## config.mk

```make
export PLATFORM = sky130hd
export DESIGN_NAME = bct_mul
export DESIGN_NICKNAME = d
export VERILOG_FILES = /design/src/bct_pkg.sv /design/src/bct_mul.sv
export SDC_FILE = /design/constraint.sdc
export NUM_CORES = 2
export LEC_CHECK = 0
export CAP_MARGIN = 40
export CELL_PAD_IN_SITES_DETAIL_PLACEMENT = 1
export CELL_PAD_IN_SITES_GLOBAL_PLACEMENT = 1
export CORE_ASPECT_RATIO = 1.2
export CORE_UTILIZATION = 50
export DETAILED_ROUTE_END_ITERATION = 7
export DONT_BUFFER_PORTS = 1
export PLACE_DENSITY = 0.93
export SLEW_MARGIN = 15
export SYNTH_ARGS = -nofsm -noshare
export SYNTH_HDL_FRONTEND = slang
export SYNTH_SLANG_ARGS = --single-unit
```

## constraint.sdc

```tcl
create_clock -name clk -period 19.04 [get_ports clk]
set_clock_uncertainty 0.2 [all_clocks]
set_input_delay 1.904 -clock clk [delete_from_list [all_inputs] [get_ports clk]]
set_output_delay 1.904 -clock clk [all_outputs]
set_load 0.01 [all_outputs]
```

## src/bct_pkg.sv

```systemverilog
package bct_pkg;

  localparam int FRAC_BITS = 32;
  localparam int FX_W      = FRAC_BITS + 1;
  localparam int N_W       = 6;
  localparam int N_ENTRIES = 1 << N_W;
  localparam int COEFF_W   = 60;
  localparam int SCALE_W   = COEFF_W + N_W;
  localparam int TZ_W      = 3;

  localparam int MUL_DIG_W  = 16;
  localparam int MUL_DIGITS = 4;
  localparam int MUL_A_W    = MUL_DIG_W * MUL_DIGITS;
  localparam int MUL_B_W    = COEFF_W;
  localparam int MUL_PP_W   = MUL_DIG_W + MUL_B_W;
  localparam int MUL_P_W    = MUL_A_W + MUL_B_W;
  localparam int MUL_CNT_W  = 3;

  localparam logic [FX_W-1:0] FX_ONE = {1'b1, {FRAC_BITS{1'b0}}};

  typedef struct packed {
    logic [N_W-1:0]  trials;
    logic [FX_W-1:0] success_prob;
  } req_t;

  typedef struct packed {
    logic [N_W-1:0]  success_count;
    logic [FX_W-1:0] cumulative;
    logic            last;
  } res_t;

  typedef struct packed {
    logic               start;
    logic [MUL_A_W-1:0] a;
    logic [MUL_B_W-1:0] b;
  } mul_cmd_t;

  typedef struct packed {
    logic               done;
    logic [MUL_P_W-1:0] prod;
  } mul_rsp_t;

  typedef logic [N_ENTRIES-1:0][COEFF_W-1:0] inv_tab_t;
  typedef logic [N_ENTRIES-1:0][TZ_W-1:0]    tz_tab_t;

  // Inverse of the odd part of d, modulo 2^COEFF_W (Newton iteration).
  function automatic inv_tab_t build_inv_tab();
    inv_tab_t    tab;
    logic [63:0] d;
    logic [63:0] x;
    for (int i = 0; i < N_ENTRIES; i++) begin
      d = (i == 0) ? 64'd1 : 64'(i);
      for (int s = 0; s < N_W; s++) begin
        if (!d[0]) begin
          d = d >> 1;
        end
      end
      x = d;
      for (int s = 0; s < 6; s++) begin
        x = x * (64'd2 - d * x);
      end
      tab[i] = x[COEFF_W-1:0];
    end
    return tab;
  endfunction

  // Trailing zero count of d.
  function automatic tz_tab_t build_tz_tab();
    tz_tab_t     tab;
    logic [63:0] d;
    logic [TZ_W-1:0] z;
    for (int i = 0; i < N_ENTRIES; i++) begin
      d = (i == 0) ? 64'd1 : 64'(i);
      z = '0;
      for (int s = 0; s < N_W; s++) begin
        if (!d[0]) begin
          d = d >> 1;
          z = z + 1'b1;
        end
      end
      tab[i] = z;
    end
    return tab;
  endfunction

  localparam inv_tab_t INV_TAB = build_inv_tab();
  localparam tz_tab_t  TZ_TAB  = build_tz_tab();

endpackage

```

## src/bct_mul.sv

```systemverilog
module bct_mul (
  input  logic               clk,
  input  logic               rst,
  input  bct_pkg::mul_cmd_t  cmd,
  output bct_pkg::mul_rsp_t  rsp
);

  logic [bct_pkg::MUL_A_W-1:0]   a_sh;
  logic [bct_pkg::MUL_B_W-1:0]   b_hold;
  logic [bct_pkg::MUL_PP_W-1:0]  pp;
  logic [bct_pkg::MUL_P_W-1:0]   acc;
  logic [bct_pkg::MUL_CNT_W-1:0] cnt;
  logic                          busy;
  logic                          done;

  always_ff @(posedge clk) begin
    if (rst) begin
      busy <= 1'b0;
      done <= 1'b0;
      cnt  <= '0;
    end else begin
      done <= 1'b0;
      if (cmd.start) begin
        busy <= 1'b1;
        cnt  <= '0;
      end else if (busy) begin
        cnt <= cnt + 1'b1;
        if (cnt == bct_pkg::MUL_CNT_W'(bct_pkg::MUL_DIGITS)) begin
          busy <= 1'b0;
          done <= 1'b1;
        end
      end
    end
  end

  // MSB digit first; partial product registered, then shifted into acc.
  always_ff @(posedge clk) begin
    if (cmd.start) begin
      a_sh   <= cmd.a;
      b_hold <= cmd.b;
      acc    <= '0;
    end else if (busy) begin
      if (cnt < bct_pkg::MUL_CNT_W'(bct_pkg::MUL_DIGITS)) begin
        pp <= bct_pkg::MUL_PP_W'(a_sh[bct_pkg::MUL_A_W-1 -: bct_pkg::MUL_DIG_W])
              * bct_pkg::MUL_PP_W'(b_hold);
        a_sh <= a_sh << bct_pkg::MUL_DIG_W;
      end
      if (cnt != '0) begin
        acc <= (acc << bct_pkg::MUL_DIG_W) + bct_pkg::MUL_P_W'(pp);
      end
    end
  end

  assign rsp.done = done;
  assign rsp.prod = acc;

endmodule

```

; ---- Word level (Yosys, flattened, before mapping)
; Cells that the tools add are included.
[classes]
n_bitwise = 2
mux = 7
shift = 0
n_lt_le_gt_ge = 1
eq_ne = 1
n_reduce_logical = 8
addsub = 2
div = 0
mul = 1
[op_table]
columns = cell, n
row1 = $mux W64, 3
row2 = $add A124 B76 Y124, 1
row3 = $mul A16 B60 Y76, 1
row4 = $mux W1, 4
row5 = $reduce_and A2 Y1, 2
row6 = $reduce_bool A2 Y1, 2
row7 = $add A3 B1 Y3 const B, 1
row8 = $eq A3 B3 Y1 const B, 1
row9 = $lt A3 B3 Y1 const B, 1
row10 = $reduce_and A3 Y1, 1
row11 = $reduce_bool A3 Y1, 1
row12 = $reduce_or A3 Y1, 1
row13 = $not A1 Y1, 2
row14 = $reduce_or A2 Y1, 1
[word_totals]
mem_bits_rw = 0
ff_bits = 329
latch_bits = 0
mem_bits_ro = 0
wordCells = 29
n_memories = 0
in_bits = 127

; ---- Longest topological paths before layout
[logic_depth]
depth_word = 4
depth_mapped = 26
mapped_depth_nobuf = 24

; ---- Least setup slack after synthesis
; No wires, ideal clock.
[synth_path]
path_type = reg-to-reg
start = register a_sh[49] in the netlist's numbering
end = register pp[64] in the netlist's numbering (data pin)
setup_slack_ps = 12138
required_ps = 18575
arrival_time_ps = 6437
n_path_buf = 2
path_stages_with_launch = 26
cell_sequence = edfxtp_1 clkbuf_1 clkbuf_1 nand2_1 fa_1 inv_1 fa_1 inv_1 fa_1 inv_1 fa_1 fa_1 inv_1 fa_1 inv_1 ha_1 or2_2 a31oi_1 a21oi_1 a221o_1 a41oi_1 o211ai_1 a31o_2 a21boi_0 o21ai_0 xor2_1
[synth_between]
elab_chain_len = 1
[synth_lines]
columns = item, line_no
row1 = start: declaration, bct_mul.sv:8  ; logic [bct_pkg::MUL_A_W-1:0] a_sh;
row2 = start signal: assignment, bct_mul.sv:39  ; a_sh <= cmd.a;
row3 = start signal: assignment, bct_mul.sv:46  ; a_sh <= a_sh << bct_pkg::MUL_DIG_W;
row4 = $mul A16 B60 Y76, bct_mul.sv:45  ; * bct_pkg::MUL_PP_W'(b_hold);
row5 = end signal: assignment, bct_mul.sv:44  ; pp <= bct_pkg::MUL_PP_W'(a_sh[bct_pkg::MUL_A_W-1 -: bct_pkg::MUL_DIG_W])
row6 = end: declaration, bct_mul.sv:10  ; logic [bct_pkg::MUL_PP_W-1:0] pp;
; No other way between the ends.
; A chain may end at the register's enable or synchronous reset.

; ---- Worst setup path after layout
[layout_path]
start = register a_sh[57] in the netlist's numbering
end = register pp[75] in the netlist's numbering (data pin)
; The elaborated chain is that of the path after synthesis.

==> results by group <==
Finish
  – Fin nets: 5983
  – FF/Latch Area: around 8600 um^2
  – Most frequent cells in the layout: 906 x nand2_1, 890 x inv_1, 811 x fa_1
  – Commonest non-fill, non-tap cell in the layout: nand2_1
  – Fillers: between 10000 and 15000
  – Area Overhead vs Synth: 5.35%
  – Share of cells above drive strength 1: under 10%
  – Multi-input gate area: between 30000 and 40000 um^2
  – Finished Cell Area: between 40000 and 50000 um^2

Logic synthesis
  – Post-synthesis cell type count: 76
  – Yosys warnings: 0
  – Yosys reg bits: around 330
  – EDFF count, synth: 200
  – Syn_nets: roughly 6200
  – Post-synthesis cell count: between 5000 and 6000
  – Mean post-synth cell area: ~9 um^2
  – Synth Cell Area: between 40000 and 50000 um^2
  – Prevailing post-synth register cell: edfxtp_1
  – FFs w/ async S/R, synth: 0%
  – Sequential area share after synthesis: about a fifth

Place
  – RePlAce Congestion: 0.945
  – Port Buffers: 0
  – Post-Place Worst Slack: ~11 ns
  – Post-DP HPWL: around 120000 um
  – Post-Place Cell Area: between 40000 and 50000 um^2

Flow run
  – Max-cap violations: 0

Floorplanning
  – Core area: roughly 90000 um^2
  – Die Wd: about 280 um
  – Die Ht: around 330 um
  – Die ar.: a little over 90000 um^2
  – Initial core utilization: 50.7%
  – I/O pin cnt: between 200 and 300
  – FP Rows: 120

STA
  – Final setup TNS: 0 ns
  – Slew @ Worst Pin: between 1 and 1.5 ns
  – Unrepaired setup endpoints after global routing: false
  – Final Hold Viols: 0
  – Final Cycle Share: between 40 and 50%
  – Endpoints failing setup: 0
  – Final max-slew violation count: 0
  – Final min period: between 9 and 10 ns
  – Rel. slew slack: between 30 and 40%
  – Max Clk Rate: between 100 and 150 MHz
  – Final worst slack: about 9.9 ns

GRT
  – Initial antenna violation count: 3
  – Vias in the first global route: about 44000
  – GRT overflow: 0
  – Pin count of the biggest net entering global routing: between 150 and 200
  – First-pass GRT wire length: between 200000 and 300000 um
  – Total track usage: between 30% and 40%

CTS
  – CTS tree: yes
  – Post CTS Setup Buffer Count: 0
  – Post-CTS Resized: 0
  – Htree depth: 2
  – Clock Sinks: around 330
  – Total CTS buffers: 40
  – CTS Buffer Depth: 3
  – Clock slew at reported path FFs: 0.07 ns
  – Clock root buffer: clkbuf_16
  – Hold buffers post-CTS: 0
  – Worst skew pair latency: about 0.63 ns

Worst setup path
  – CP endpoint kind: flop
  – Worst path required time: 19.19 ns
  – Crit Path Max Fanout: between 40 and 50
  – Critical Path Max Stage Delay: around 0.86 ns
  – Critical Path AT: 9.28 ns
  – Crit start category: flop
  – Slowest-stage cell, CP: edfxtp_1
  – Cell mode on critical path: fa_1
  – Critical path cell sequence: buf_4 > nand2_1 > fa_1 > inv_1 > fa_1 > fa_1 > fa_1 > fa_1 > inv_1 > fa_1 > inv_1 > ha_1 > nand3_1 > nor3_1 > and3_1 > o2111ai_1 > and2_1 > o21ai_1 > a31oi_1 > o21ai_0 > mux2i_1 > a2111oi_0
  – Path type of the worst setup path: flop to flop

Detailed routing
  – Vias/cell: 6.42
  – Residual DRC: 0
  – Final ANT Viol Nets: 0
  – DRT Wirelength: between 150000 and 200000 um
  – Pre-antenna DRT Iters: 8
  – Via count: about 39000
  – Wire length per cell: 29.6 um
  – DRT iter0 DRCs: slightly below 4000

Status
  – Status: completed

Min path
  – Worst hold path type: flop to flop
==> stage by stage <==
step           hold WS [ns]  utilization (%)  std cells
6_report              0.313             53.4       6031
5_1_grt               0.332             53.4       6026
3_3_place_gp          0.276             51.4       5928
4_1_cts               0.316             53.0       6008
3_5_place_dp          0.300             51.5       5934
2_1_floorplan         0.261                -       5022
==> cell usage after synthesis, drive strengths merged (59+ instances only) <==
cell	instances	area share [%]
edfxtp	200	13
nand4	67	0.92
a21oi	261	2.9
dfxtp	129	5.7
o21ai	150	1.7
xnor2	105	2.0
and2	338	4.7
inv	890	7.4
ha	210	5.8
clkbuf	264	2.2
nand2	907	7.5
fa	811	36
xor2	59	1.1
a21o	68	1.1
nor2	123	1.0
==> final timing paths <==
| check | from | cells after the start | slack [ns] | end |
|---|---|---|---|---|
| min reg2reg | pp[7]$_DFFE_PP_ | 2 | 0.31 | acc[7]$_SDFFE_PP0P_ |
| max | a_sh[57]$_DFFE_PP_ | 22 | 9.90 | pp[75]$_DFFE_PP_ |
| min | pp[7]$_DFFE_PP_ | 2 | 0.31 | acc[7]$_SDFFE_PP0P_ |
| max reg2reg | a_sh[57]$_DFFE_PP_ | 22 | 9.90 | pp[75]$_DFFE_PP_ |
==> registers in the layout, indices dropped and copies added (netlist names) <==
register	count
pp	76
cnt	3
busy	1
a_sh	64
done	1
b_hold	60
acc	124
==> worst max-delay path, delay by kind of cell, from the launching register on <==
kind,cells,cell delay (ns)
AO/OA/AOI/OAI,5,1.68
adder cells (fa/ha/maj),7,3.69
buffers and inverters,4,0.97
flip-flops,1,0.86
multiplexers,1,0.12
AND/OR/NAND/NOR,5,1.23
==> final cells by class <==
| cell class | count | area share [%] |
|---|---|---|
| Clock buffer | 51 | 2.28 |
| Antenna cell | 5 | 0.0261 |
| Timing Repair Buffer | 57 | 1.50 |
| Tap cell | 1159 | 3.03 |
| Clock inverter | 23 | 0.484 |
| Multi-Input combinational cell | 3517 | 67.8 |
| Sequential cell | 329 | 17.9 |
| Inverter | 890 | 6.98 |
==> routing by layer <==
metal  GRT usage, %  wire length [um]
met1           40.0             58000
met3           10.8             21100
met5              0                27
met2           62.1             83800
met4           28.5             15700
==> logic make-up (layout without fill, tap and decap cells) <==
logic type	Yosys count	in the layout	synth area share (%)
XOR/XNOR	164	164	3.16
adder cells (fa/ha/maj)	1021	1021	41.5
buffers and inverters	1176	1021	9.79
multiplexers	52	52	1.28
flip-flops	329	329	18.9
AO/OA/AOI/OAI	652	652	8.67
other	0	5	0
AND/OR/NAND/NOR	1628	1628	16.7
Power is left out: the tool's default activity adds up to more than one toggle a clock period on the data nets, which glitch-free logic cannot reach.
